===== config.mk =====
export PLATFORM = sky130hd
export DESIGN_NAME = resp_array_request_parser
export DESIGN_NICKNAME = d
export VERILOG_FILES = /design/src/rtl/core/rarp_pkg.sv /design/src/rtl/core/resp_array_request_parser.sv
export SDC_FILE = /design/constraint.sdc
export NUM_CORES = 1
export LEC_CHECK = 0
export ABC_AREA = 1
export BUFFER_PORTS_ARGS = -buffer_cell sky130_fd_sc_hd__buf_2
export CAP_MARGIN = 20
export CELL_PAD_IN_SITES_DETAIL_PLACEMENT = 1
export CELL_PAD_IN_SITES_GLOBAL_PLACEMENT = 1
export CORE_MARGIN = 2
export CORE_UTILIZATION = 40
export CTS_BUF_LIST = sky130_fd_sc_hd__clkbuf_8 sky130_fd_sc_hd__clkbuf_16
export CTS_CLUSTER_DIAMETER = 50
export DETAILED_ROUTE_END_ITERATION = 12
export PLACE_DENSITY_LB_ADDON = 0.1
export SYNTH_ARGS = -nofsm -noshare
export SYNTH_HDL_FRONTEND = slang
export SYNTH_SLANG_ARGS = --single-unit

===== constraint.sdc =====
create_clock -name clock -period 3.96 [get_ports clock]
set_clock_uncertainty 0.05 [all_clocks]
set_input_delay 0.594 -clock clock [delete_from_list [all_inputs] [get_ports clock]]
set_output_delay 0.594 -clock clock [all_outputs]
set_load 0.03 [all_outputs]

===== src/rtl/core/rarp_pkg.sv =====
// rarp_pkg: shared types and constants for the RESP array request parser
// holds the request and response payload structs, character codes and field widths
// no dependencies

package rarp_pkg;

   // widths of the announced parameter count and bulk string length
   localparam int COUNT_BITS  = 16;
   localparam int LENGTH_BITS = 20;
   localparam int INDEX_BITS  = 16;

   // framing characters
   localparam logic [7:0] CH_STAR   = 8'h2A;
   localparam logic [7:0] CH_DOLLAR = 8'h24;
   localparam logic [7:0] CH_CR     = 8'h0D;
   localparam logic [7:0] CH_LF     = 8'h0A;
   localparam logic [7:0] CH_ZERO   = 8'h30;
   localparam logic [7:0] CH_NINE   = 8'h39;

   // one request byte
   typedef struct packed {
      logic [7:0] data_byte;
      logic       clear;
   } req_type;

   // one parser result
   typedef struct packed {
      logic                  payload_valid;
      logic [7:0]            payload_byte;
      logic [INDEX_BITS-1:0] param_index;
      logic                  param_last;
      logic                  command_done;
      logic                  error;
   } rsp_type;

   // parser phases, one-hot
   typedef enum logic [9:0] {
      ST_STAR     = 10'b00_0000_0001,
      ST_COUNT    = 10'b00_0000_0010,
      ST_COUNT_LF = 10'b00_0000_0100,
      ST_DOLLAR   = 10'b00_0000_1000,
      ST_LEN      = 10'b00_0001_0000,
      ST_LEN_LF   = 10'b00_0010_0000,
      ST_DATA     = 10'b00_0100_0000,
      ST_DATA_CR  = 10'b00_1000_0000,
      ST_DATA_LF  = 10'b01_0000_0000,
      ST_FAULT    = 10'b10_0000_0000
   } state_type;

endpackage


===== src/rtl/core/resp_array_request_parser.sv =====
// resp_array_request_parser: byte-serial RESP array-of-bulk-strings request parser
// depends on rarp_pkg for payload structs, phase encoding and widths
//
// Usage:
//   req channel: one request byte per transfer (data_byte, clear). clear drops the
//   byte and returns the parser to waiting for '*' with all counters zeroed.
//   rsp channel: exactly one result per request byte: payload byte with its
//   parameter index and last mark, a done mark on the LF closing the last
//   parameter, and a sticky error flag that holds until a clear byte.
//   Path: a byte accepted on req passes one input register, then all parsing
//   logic, then one result register that drives rsp.
//   Throughput: one byte per cycle sustained while rsp_ready is high; the parser
//   phase and counters update as a byte moves from the input register into the
//   result register. Reset (synchronous, active high) empties both registers and
//   sets the parser to waiting for '*' with counters zeroed.
//   When rsp_ready is low the result register holds, the input register still
//   takes one more byte, and req_ready drops only once both are full.

module resp_array_request_parser (
   input  logic              clock,
   input  logic              reset,
   input  logic              req_valid,
   output logic              req_ready,
   input  rarp_pkg::req_type req_data,
   output logic              rsp_valid,
   input  logic              rsp_ready,
   output rarp_pkg::rsp_type rsp_data
);

   localparam int CB = rarp_pkg::COUNT_BITS;
   localparam int LB = rarp_pkg::LENGTH_BITS;

   // pipeline registers
   logic              in_valid_ff, in_valid_in;
   rarp_pkg::req_type in_data_ff;
   logic              out_valid_ff, out_valid_in;
   rarp_pkg::rsp_type out_data_ff, out_data_in;
   logic              adv_out;
   logic              adv_in;

   // parser state
   rarp_pkg::state_type state_ff, state_in;
   logic [CB-1:0]       total_ff, total_in;
   logic [CB-1:0]       count_ff, count_in;
   logic [LB-1:0]       length_ff, length_in;
   logic [LB-1:0]       left_ff, left_in;

   // per-byte decode
   logic [7:0]    cur_byte;
   logic          is_digit;
   logic [3:0]    digit;
   logic [CB+3:0] total_next;
   logic [LB+3:0] length_next;
   logic          total_over;
   logic          length_over;
   logic [CB-1:0] count_inc;
   logic          fault;

   // handshake
   assign adv_out   = !out_valid_ff || rsp_ready;
   assign adv_in    = in_valid_ff && adv_out;
   assign req_ready = !in_valid_ff || adv_out;
   assign rsp_valid = out_valid_ff;
   assign rsp_data  = out_data_ff;

   assign in_valid_in  = (req_valid && req_ready) ? 1'b1 : (adv_in ? 1'b0 : in_valid_ff);
   assign out_valid_in = adv_out ? in_valid_ff : out_valid_ff;

   // decimal accumulate: acc * 10 + digit, overflow when the top bits are set
   assign cur_byte    = in_data_ff.data_byte;
   assign is_digit    = (cur_byte >= rarp_pkg::CH_ZERO) && (cur_byte <= rarp_pkg::CH_NINE);
   assign digit       = 4'(cur_byte - rarp_pkg::CH_ZERO);
   assign total_next  = ({4'b0, total_ff} << 3) + ({4'b0, total_ff} << 1)
                        + (CB+4)'(digit);
   assign length_next = ({4'b0, length_ff} << 3) + ({4'b0, length_ff} << 1)
                        + (LB+4)'(digit);
   assign total_over  = |total_next[CB+3:CB];
   assign length_over = |length_next[LB+3:LB];
   assign count_inc   = count_ff + CB'(1);

   // parser next state and result
   always_comb begin
      state_in    = state_ff;
      total_in    = total_ff;
      count_in    = count_ff;
      length_in   = length_ff;
      left_in     = left_ff;
      out_data_in = '0;
      fault       = 1'b0;
      priority if (in_data_ff.clear) begin
         state_in  = rarp_pkg::ST_STAR;
         total_in  = '0;
         count_in  = '0;
         length_in = '0;
         left_in   = '0;
      end else begin
         unique case (state_ff)
            rarp_pkg::ST_STAR: begin
               if (cur_byte == rarp_pkg::CH_STAR) begin
                  total_in = '0;
                  count_in = '0;
                  state_in = rarp_pkg::ST_COUNT;
               end else begin
                  fault = 1'b1;
               end
            end
            rarp_pkg::ST_COUNT: begin
               if (cur_byte == rarp_pkg::CH_CR) begin
                  if (total_ff == '0) fault = 1'b1;
                  else state_in = rarp_pkg::ST_COUNT_LF;
               end else if (!is_digit || total_over) begin
                  fault = 1'b1;
               end else begin
                  total_in = total_next[CB-1:0];
               end
            end
            rarp_pkg::ST_COUNT_LF: begin
               if (cur_byte == rarp_pkg::CH_LF) state_in = rarp_pkg::ST_DOLLAR;
               else fault = 1'b1;
            end
            rarp_pkg::ST_DOLLAR: begin
               if (cur_byte == rarp_pkg::CH_DOLLAR) begin
                  length_in = '0;
                  state_in  = rarp_pkg::ST_LEN;
               end else begin
                  fault = 1'b1;
               end
            end
            rarp_pkg::ST_LEN: begin
               if (cur_byte == rarp_pkg::CH_CR) begin
                  if (length_ff == '0) fault = 1'b1;
                  else state_in = rarp_pkg::ST_LEN_LF;
               end else if (!is_digit || length_over) begin
                  fault = 1'b1;
               end else begin
                  length_in = length_next[LB-1:0];
               end
            end
            rarp_pkg::ST_LEN_LF: begin
               if (cur_byte == rarp_pkg::CH_LF) begin
                  left_in  = length_ff;
                  state_in = rarp_pkg::ST_DATA;
               end else begin
                  fault = 1'b1;
               end
            end
            rarp_pkg::ST_DATA: begin
               out_data_in.payload_valid = 1'b1;
               out_data_in.payload_byte  = cur_byte;
               out_data_in.param_index   = rarp_pkg::INDEX_BITS'(count_ff);
               if (left_ff <= LB'(1)) begin
                  out_data_in.param_last = 1'b1;
                  left_in                = '0;
                  state_in               = rarp_pkg::ST_DATA_CR;
               end else begin
                  left_in = left_ff - LB'(1);
               end
            end
            rarp_pkg::ST_DATA_CR: begin
               if (cur_byte == rarp_pkg::CH_CR) state_in = rarp_pkg::ST_DATA_LF;
               else fault = 1'b1;
            end
            rarp_pkg::ST_DATA_LF: begin
               if (cur_byte == rarp_pkg::CH_LF) begin
                  count_in = count_inc;
                  if (count_inc >= total_ff) begin
                     out_data_in.command_done = 1'b1;
                     state_in                 = rarp_pkg::ST_STAR;
                  end else begin
                     state_in = rarp_pkg::ST_DOLLAR;
                  end
               end else begin
                  fault = 1'b1;
               end
            end
            default: begin
               fault = 1'b1;
            end
         endcase
         if (fault) begin
            state_in          = rarp_pkg::ST_FAULT;
            out_data_in.error = 1'b1;
         end
      end
   end

   // control registers
   always_ff @(posedge clock) begin
      if (reset) begin
         in_valid_ff  <= 1'b0;
         out_valid_ff <= 1'b0;
         state_ff     <= rarp_pkg::ST_STAR;
         total_ff     <= '0;
         count_ff     <= '0;
         length_ff    <= '0;
         left_ff      <= '0;
      end else begin
         in_valid_ff  <= in_valid_in;
         out_valid_ff <= out_valid_in;
         if (adv_in) begin
            state_ff  <= state_in;
            total_ff  <= total_in;
            count_ff  <= count_in;
            length_ff <= length_in;
            left_ff   <= left_in;
         end
      end
   end

   // payload registers
   always_ff @(posedge clock) begin
      if (req_valid && req_ready) begin
         in_data_ff <= req_data;
      end
      if (adv_in) begin
         out_data_ff <= out_data_in;
      end
   end

   // a payload byte never carries done or error
   assert property (@(posedge clock) disable iff (reset)
      rsp_valid && rsp_data.payload_valid |-> !rsp_data.command_done && !rsp_data.error)
      else $error("payload byte flagged done or error");

   // last mark only on payload bytes
   assert property (@(posedge clock) disable iff (reset)
      rsp_valid && rsp_data.param_last |-> rsp_data.payload_valid)
      else $error("param_last without payload");

   // an error result leaves the parser in the fault phase
   assert property (@(posedge clock) disable iff (reset)
      adv_in && out_data_in.error |=> state_ff == rarp_pkg::ST_FAULT)
      else $error("error result without fault phase");

   // a held input byte stays put while the result side stalls
   assert property (@(posedge clock) disable iff (reset)
      in_valid_ff && !adv_out |=> in_valid_ff && $stable(in_data_ff))
      else $error("input register lost a byte under stall");

endmodule

# --- Word-level counts from Yosys, hierarchy flattened ---
# Cells that the tools add are included.
totals:
  regBits: 121
  inputBits: 13
op_classes:
  n_reduce_logical: 28
  n_lt_le_gt_ge: 4
  n_bitwise: 3
  eq_ne: 32
  mux: 50
  n_addsub: 7
op_table:
  columns: ["cell", "n"]
  rows:
  - ["20-bit two-way mux", 7]
  - ["10-bit two-way mux", 13]
  - ["16-bit two-way mux", 6]
  - ["10-bit case mux with 9 select lines", 1]
  - ["20-bit case mux with 2 select lines", 2]
  - ["16-bit case mux with 2 select lines", 2]
  - ["4-bit inequality test, second input constant", 11]
  - ["26-bit two-way mux", 1]
  - ["23-bit by 21-bit adder with 24-bit output", 1]
  - ["24-bit by 4-bit adder with 24-bit output", 1]
  - ["3-bit inequality test, second input constant", 8]
  - ["19-bit by 17-bit adder with 20-bit output", 1]
  - ["20-bit by 4-bit adder with 20-bit output", 1]
  - ["20-bit by 1-bit less-or-equal comparator with 1-bit output, second input constant", 1]
  - ["20-bit zero test", 1]
  - ["20-bit by 1-bit subtractor with 20-bit output, second input constant", 1]
  - ["16-bit by 1-bit adder with 16-bit output, second input constant", 1]
  - ["8-bit by 4-bit == test with 1-bit output, second input constant", 2]
  - ["8-bit by 6-bit == test with 1-bit output, second input constant", 2]
  - ["16-bit >= comparator", 1]
  - ["16-bit zero test", 1]
  - ["1-bit two-way mux", 16]
  - ["13-bit AND reduction", 1]
  - ["3-bit nonzero test", 4]
  - ["other kinds (26)", 38]

# --- Longest topological paths before layout ---
# Gate-level depths: netlist of run 1.
logic_depth:
  ltp_word: 10
  mapped_depth: 24
  depth_no_buf: 24

# --- Worst setup path after synthesis of run 1 ---
# No wires, ideal clock.
synth_timing:
  path_kind: "reg-to-reg"
  startpoint: "register total_ff[0]"
  endpoint: "register state_ff[7]"
  path_stages_with_launch: 22
  t_arrival_ps: 2939
  path_slack_ps: 858
  required_time_ps: 3797
  n_path_buf: 1
  cell_sequence: "dfxtp_1 -> inv_1 -> fa_1 -> inv_1 -> fa_1 -> nand3_1 -> nand3_2 -> nand2_1 -> nand2_2 -> nand2_1 -> nand2_1 -> nand2_1 -> nand2_1 -> nor2_1 -> nand2_1 -> a21oi_4 -> nand3_4 -> nor2_4 -> nor2_4 -> buf_8 -> a21oi_2 -> nor2_1"
synth_between:
  elab_chain_cells: 10
synth_rtl:
  columns: ["element", "line_no", "rtl"]
  rows:
  - ["start: declaration", "resp_array_request_parser.sv:43", "logic [CB-1:0] total_ff, total_in;"]
  - ["start signal: assignment", "resp_array_request_parser.sv:202", "total_ff <= total_in;"]
  - ["19-bit by 17-bit adder with 20-bit output", "resp_array_request_parser.sv:73", "assign total_next = ({4'b0, total_ff} << 3) + ({4'b0, total_ff} << 1)"]
  - ["20-bit by 4-bit adder with 20-bit output", "resp_array_request_parser.sv:74", "+ (CB+4)'(digit);"]
  - ["4-bit OR reduction", "resp_array_request_parser.sv:77", "assign total_over = |total_next[CB+3:CB];"]
  - ["1-bit logical OR", "resp_array_request_parser.sv:111", "end else if (!is_digit || total_over) begin"]
  - ["1-bit two-way mux", "resp_array_request_parser.sv:111", null]
  - ["1-bit two-way mux", "resp_array_request_parser.sv:108", "if (cur_byte == rarp_pkg::CH_CR) begin"]
  - ["1-bit case mux with 7 select lines", "resp_array_request_parser.sv:97", "unique case (state_ff)"]
  - ["1-bit two-way mux", "resp_array_request_parser.sv:90", "priority if (in_data_ff.clear) begin"]
  - ["11-bit nonzero test (no source line) (tied with other cells)", null, null]
  - ["13-bit AND reduction (no source line) / 10-bit two-way mux (equally long branches)", null, null]
  - ["end signal: assignment", "resp_array_request_parser.sv:192", "state_ff <= rarp_pkg::ST_STAR;"]
  - ["end signal: assignment", "resp_array_request_parser.sv:201", "state_ff <= state_in;"]
  - ["end: declaration", "resp_array_request_parser.sv:42", "rarp_pkg::state_type state_ff, state_in;"]
# Parallel ways exist; a longest one is shown, timed or not. The select of a mux whose other input is x is not followed.
# A chain may end at the register's enable or synchronous reset.

# --- Worst setup path in the final report of run 1 ---
layout_timing:
  startpoint: "register total_ff[0]"
  endpoint: "register state_ff[6]"
# Same word-level chain as after synthesis.

==> metrics.txt, run 1 <==
status=finished, final reports clean; post-layout util=46.06%; Critical Path, Cell by Cell=inv_1 -> fa_1 -> inv_1 -> fa_1 -> nand3_1 -> nand3_2 -> nand2_1 -> nand2_2 -> nand2_1 -> nand3_1 -> nand2_1 -> nor2_1 -> nand2_1 -> a21oi_4 -> nand3_4 -> nor2_4 -> nor2_4 -> nand2_2 -> nand2_1 -> nand2_1 -> nor2_1; GRT Util Overall=23.47%; Hold Buf Count CTS=0; Post-CTS Setup Inserts=0; fraction of layout instances using a drive strength above 1=13.58%; Hold WC Path Type=in -> reg; CP endpoint=state_ff[6]$_SDFFE_PP0P_; Top Ports=43; DR iter-0 viols=354; antenna-violating nets left=0; Post-Route Setup TNS=0 ns; most frequent cells in the layout=nand2_1 (279), nor2_1 (170), inv_1 (163); yosys synthesis warning count=0; Routed wire per std cell=16.96 um; critical path's largest stage delay=0.54 ns; Fillers=2892; worst skew pair latency=0.42 ns; ys async rst share=0%; syn nets=1409; sequential-to-total area share from yosys stat=30.01%; PostCTS Resize Cnt=0; Placer Congestion=0.8630; Crit path top cell by count=nand2_1; WP data arrival=3.90 ns; Worst path depth=21; Synth Cell Area=9306 sq um; flops & latches, synth=121; PortBufs=42; peak fanout along the critical path=16; CTS tree=done; synthesized instance count=1303; chip height=156.5 um; Clock Path Buffers=2; Clock transition at path regs=0.07 ns; clk sinks=121; Worst setup SP type=register; clk root buf=clkbuf_16; Rel. slew slack=40.01%; number of diodes=0; Leak=4.974 nW; Most used DFF post-synth=dfxtp_1; register-to-register setup slack=0.36 ns; EDFF count, synth=37; H-tree levels=4; vias in the first global route=8851; Crit. End Element=register; P per Cell Area=358.1 nW/um^2; max-cap viol count=0; Peak Freq=277.8 MHz; fin crit period=3.599 ns; core area=22710 sq um; TritonRoute pass-1 iters=4; share of the clock period used by the worst path=90.89%; residual DRC count=0; Area Overhead vs Synth=12.40%; Worst Tran Pin Value=0.8932 ns; largest net degree at the start of global routing=46; Final Setup Violations=0; syn_area_per_cell=7.142 sq um; worst r2r dst=state_ff[6]$_SDFFE_PP0P_; initial antenna violation count=0; critical path class=reg -> reg; CP Launch Point=total_ff[0]$_SDFFE_PP0P_; RSZ-0062 raised after global routing=no; Worst R2R Path Depth=21; final hold violations=0; WP buf/inv=2; most common cell after layout, fill and taps aside=nand2_1; CTS buffer count=17; drt via density=5.248; initial core utilization=40.98%; Reg-to-Reg Start=total_ff[0]$_SDFFE_PP0P_; nets=1455; HPWL Detailed=21770 um; Max VDD drop=256.5 uV; WP data required=4.26 ns; Horiz. Die Dim=156.5 um; final slew viol count=0; first-pass GRT wire length=45270 um; Slowest-stage cell, CP=fa_1; grt total ovfl=0; die area=24500 sq um; Site Rows=55; routed wire length=27940 um; cell family with most CP delay=simple AND/OR/NAND/NOR gates; post-synth cell types=53; Via Count=8644
## worst min-delay path by stage
stage / startpoint / endpoint / slack [ns] / cells past startpoint
floorplan: count_ff[14]$_SDFFE_PP0P_ / count_ff[14]$_SDFFE_PP0P_ / 0.39 / 2
global placement: count_ff[14]$_SDFFE_PP0P_ / count_ff[14]$_SDFFE_PP0P_ / 0.40 / 2
global route: req_data[3] / cur_byte[2]$_DFFE_PP_ / 0.29 / 1
CTS: req_data[3] / cur_byte[2]$_DFFE_PP_ / 0.28 / 1
finish: req_data[6] / cur_byte[5]$_DFFE_PP_ / 0.30 / 1
detailed placement: count_ff[14]$_SDFFE_PP0P_ / count_ff[14]$_SDFFE_PP0P_ / 0.42 / 2
## power breakdown
group | switching (W) | internal (W) | leakage [nW]
clock | 0.000648 | 0.00100 | 0.300
combinational | 0.000458 | 0.000235 | 3.64
sequential | 0.0000670 | 0.00133 | 1.03
total | 0.00117 | 0.00257 | 4.97
## area by class of cell
| class | instances | area (sq um) | share of cell area (%) |
|---|---|---|---|
| sequential | 121 | 2793 | 26.70 |
| clock inverter | 15 | 186.4 | 1.782 |
| clock buffer | 17 | 425.4 | 4.067 |
| tap | 285 | 356.6 | 3.409 |
| multi-input combinational | 969 | 5673 | 54.23 |
| timing repair buffer | 58 | 342.8 | 3.278 |
| inverter | 182 | 683.2 | 6.531 |
## sequential cells by signal (all words and copies together) (netlist names)
signal and cells:
state_ff 10, left_ff 20, rsp_valid 1, in_valid_ff 1
total_ff 16, cur_byte 8, rsp_data 28, in_data_ff 1
count_ff 16, length_ff 20
## layer usage
metal | track usage [%] | vias up | wire length, um
met5 | 0 | - | 0
met4 | 6.466 | 0 | 546
met3 | 2.797 | 30 | 420
met2 | 43.49 | 77 | 14310
met1 | 28.53 | 4141 | 12670
li1 | - | 4396 | -
## kinds of logic (layout without fill, tap and decap cells)
logic type      count (synthesis)  in the layout  share of synthesized area [%]
flops                         121            121                          30.01
compound gates                220            220                          13.65
fa+ha+maj                      93             93                          12.83
xor+xnor                       46             46                          4.329
simple gates                  610            610                          30.16
buf+inv                       213            272                          9.035
## worst register-to-register path: stages (launching register included)
cell,delay [ns]
dfxtp_1,0.41
inv_1,0.09
fa_1,0.54
inv_1,0.07
fa_1,0.49
nand3_1,0.11
nand3_2,0.09
nand2_1,0.08
nand2_2,0.08
nand2_1,0.08
nand3_1,0.06
nand2_1,0.12
nor2_1,0.05
nand2_1,0.12
a21oi_4,0.09
nand3_4,0.14
nor2_4,0.05
nor2_4,0.40
nand2_2,0.17
nand2_1,0.09
nand2_1,0.05
nor2_1,0.11
## metrics by stage
step | total power [W] | instances | hold slack, ns | area, sq um | setup WS [ns]
finish | 0.003745 | 1647 | 0.3002 | 10460 | 0.3607
global route | 0.003920 | 1647 | 0.2861 | 10460 | 0.01831
CTS | 0.003787 | 1647 | 0.2811 | 10460 | 0.3096
detailed placement | 0.002120 | 1615 | 0.4186 | 9848 | 0.3288
global placement | 0.002105 | 1615 | 0.4047 | 9848 | 0.3968
floorplan | 0.001922 | 1303 | 0.3936 | 9306 | 0.8583
## cell usage after synthesis, types with 3 or more instances
cell type,instances,area share [%]
a21oi_2,12,1.1
o21ai_0,52,2.8
buf_2,6,0.32
clkbuf_1,19,0.77
edfxtp_1,37,12
dfxtp_1,84,18
nor3_1,13,0.70
a31oi_1,4,0.27
nor4_2,3,0.40
xnor2_1,20,1.9
fa_1,4,0.86
nand3_2,9,0.97
inv_1,163,6.6
nor4_1,10,0.67
xor2_1,26,2.4
nor2_2,9,0.60
o211ai_1,7,0.56
o22ai_1,14,0.94
buf_4,4,0.32
o21bai_1,4,0.32
nor3_2,7,0.75
nand4_1,17,1.1
inv_2,17,0.69
a211oi_1,10,0.81
nand2_1,279,11
nor2_1,170,6.9
nand3_1,54,2.9
nor2_4,6,0.73
ha_1,89,12
nand4_2,3,0.40
nand2_2,18,1.2
a21oi_1,105,5.6
Power figures use the tool's default switching activity.
==> run 2, diff against run 1 <==
--- a/config.mk
+++ b/config.mk
@@ -15,7 +15,8 @@
 export CTS_BUF_LIST = sky130_fd_sc_hd__clkbuf_8 sky130_fd_sc_hd__clkbuf_16
 export CTS_CLUSTER_DIAMETER = 50
 export DETAILED_ROUTE_END_ITERATION = 12
-export PLACE_DENSITY_LB_ADDON = 0.1
+export MAX_ROUTING_LAYER = met4
+export PLACE_DENSITY_LB_ADDON = 0.25
 export SYNTH_ARGS = -nofsm -noshare
 export SYNTH_HDL_FRONTEND = slang
 export SYNTH_SLANG_ARGS = --single-unit
==> run 2 against run 1 <==
First-iteration DRC count increased by 6.8%. Sequential power is essentially flat. Largest power group unchanged. Critical path type unchanged. Critical endpoint is now state_ff[2]$_SDFFE_PP0P_. Worst hold slack got worse by 0.016 ns. Via count rose by 1.1%.
==> metrics.txt, run 2 (synthesis gave the netlist of run 1 again) <==
most frequent cells in the layout=nand2_1 (279), nor2_1 (170), inv_1 (163); number of non-filler instances in the completed layout=1656 (+0.55%); vias in the first global route=9109 (+2.9%); initial core utilization=40.98% (unchanged); Placer Congestion=0.9178 (+6.3%); initial antenna violation count=0 (unchanged); Clock Path Buffers=2 (unchanged); share of the clock period used by the worst path=90.05% (-0.84 points); Hold Buf Count CTS=0 (unchanged); worst skew pair latency=0.44 ns (+0.02 ns); Worst Tran Pin Value=0.9297 ns (+0.03653 ns); CTS tree=done; total power draw=0.003775 W (+0.80%); Largest register FFs=28 (unchanged); Clock transition at path regs=0.06 ns (about the same); Routed wire per std cell=17.18 um (+1.3%); DR iter-0 viols=378 (+6.8%); fraction of layout instances using a drive strength above 1=14.22% (+0.64 points); first-pass GRT wire length=46710 um (+3.2%); Area Overhead vs Synth=13.04%; Top Ports=43 (unchanged); P per Cell Area=358.9 nW/um^2 (+0.23%); antenna-violating nets left=0 (unchanged); WP data arrival=3.85 ns (-0.05 ns); PortBufs=42 (unchanged); cell total after placement=1618 (+0.19%); critical path class=reg -> reg; Worst setup SP type=register; largest net degree at the start of global routing=46 (unchanged); TritonRoute pass-1 iters=4 (unchanged); Via Count=8739 (+1.1%); Post-Route Setup TNS=0 ns (unchanged); most common cell after layout, fill and taps aside=nand2_1; status=finished, final reports clean; Reg-to-Reg Start=total_ff[0]$_SDFFE_PP0P_; RSZ-0062 raised after global routing=no; final slew viol count=0 (unchanged); placed inst area=9858 sq um (+0.10%); Peak Freq=280.4 MHz (+0.94%); post-layout util=46.33% (+0.26 points); drt via density=5.277 (+0.55%); residual DRC count=0 (unchanged); nets=1464 (+0.62%); Leak=5.024 nW (+1.0%); clk sinks=121 (unchanged); chip height=156.5 um (unchanged); Final Cell Area=10520 sq um (+0.57%); Hold WC Path Type=in -> reg; Max VDD drop=267.4 uV (+4.3%); final hold violations=0 (unchanged); H-tree levels=4 (unchanged); Final Setup Violations=0 (unchanged); Rel. slew slack=37.55% (-2.5 points); Crit. End Element=register; HPWL Detailed=21370 um (-1.8%); Hold Path Sink=cur_byte[7]$_DFFE_PP_; Site Rows=55 (unchanged); clk root buf=clkbuf_16; die area=24500 sq um (unchanged); hold path cells=1 (unchanged); register-to-register setup slack=0.39 ns (+0.03 ns); grt total ovfl=0 (unchanged); peak fanout along the critical path=8 (-8); CTS buffer count=17 (unchanged); core area=22710 sq um (unchanged); WP data required=4.24 ns (-0.02 ns); max-cap viol count=0 (unchanged); routed wire length=28460 um (+1.9%); number of diodes=0 (unchanged); fin crit period=3.566 ns (-0.03341 ns); Worst R2R Path Depth=22 (+4.8%); hold_sp=req_data[8]; Horiz. Die Dim=156.5 um (unchanged); GRT Util Overall=24.86% (+1.4 points); worst r2r dst=state_ff[2]$_SDFFE_PP0P_
==> run 2: worst max path at each step <==
| stage | start | endpoint | slack (ns) | depth (start not counted) |
|---|---|---|---|---|
| 2_1_floorplan | total_ff[0]$_SDFFE_PP0P_ | state_ff[7]$_SDFFE_PP0P_ | 0.86 | 21 |
| 3_3_place_gp | total_ff[0]$_SDFFE_PP0P_ | state_ff[0]$_SDFFE_PP1P_ | 0.41 | 20 |
| 3_5_place_dp | total_ff[0]$_SDFFE_PP0P_ | state_ff[4]$_SDFFE_PP0P_ | 0.27 | 21 |
| 4_1_cts | total_ff[0]$_SDFFE_PP0P_ | state_ff[4]$_SDFFE_PP0P_ | 0.23 | 21 |
| 5_1_grt | total_ff[2]$_SDFFE_PP0P_ | state_ff[4]$_SDFFE_PP0P_ | 0.009 | 22 |
| 6_report | total_ff[0]$_SDFFE_PP0P_ | state_ff[2]$_SDFFE_PP0P_ | 0.39 | 22 |
==> run 2: layer usage <==
layer / share of wire (%) / routed length (um) / track usage (%)
met4: 2.2 / 637 / 7.820
met5: 0 / 0 / -
met2: 51 / 14630 / 44.47
met1: 45 / 12680 / 28.80
met3: 1.8 / 508 / 3.406
==> run 2: per-stage QoR <==
| step | hold slack, ns | setup slack [ns] |
|---|---|---|
| 2_1_floorplan | 0.3936 | 0.8583 |
| 3_3_place_gp | 0.4057 | 0.4114 |
| 3_5_place_dp | 0.4150 | 0.2710 |
| 4_1_cts | 0.2722 | 0.2295 |
| 5_1_grt | 0.2720 | 0.009280 |
| 6_report | 0.2844 | 0.3941 |
==> run 2: area by class of cell <==
type	instances	area, sq um
repair buffers	67	397.9
clock buffers	17	425.4
fillers	2920	12190
clock inverters	15	190.2
well taps	285	356.6
inverters	182	683.2
multi-input cells	969	5673
flip-flops and latches	121	2794
==> run 2: report_power, final <==
group / switching (W) / internal (W)
Sequential: 0.0000674 / 0.00133
Clock: 0.000665 / 0.00100
Combinational: 0.000460 / 0.000244
==> run 2: repair_timing <==
item	4_1_cts	5_1_grt
gates resized for setup	0	1
endpoints found under the setup margin	0	4
setup buffers	0	6
==> run 2: worst max-delay path, cell delays in order, from the launching register on <==
cell and delay [ns]:
dfxtp_2 0.39, inv_1 0.08, fa_1 0.54, inv_1 0.08
fa_1 0.49, nand3_1 0.11, nand3_2 0.10, nand2_1 0.09
nand2_2 0.07, nand2_1 0.09, nand2_1 0.05, nand2_1 0.05
nand2_1 0.07, nor2_1 0.09, nand2_1 0.09, a21oi_4 0.20
nand3_4 0.14, nor2_4 0.12, nor2_4 0.06, buf_4 0.18
buf_4 0.14, a21oi_2 0.12, nor2_1 0.05
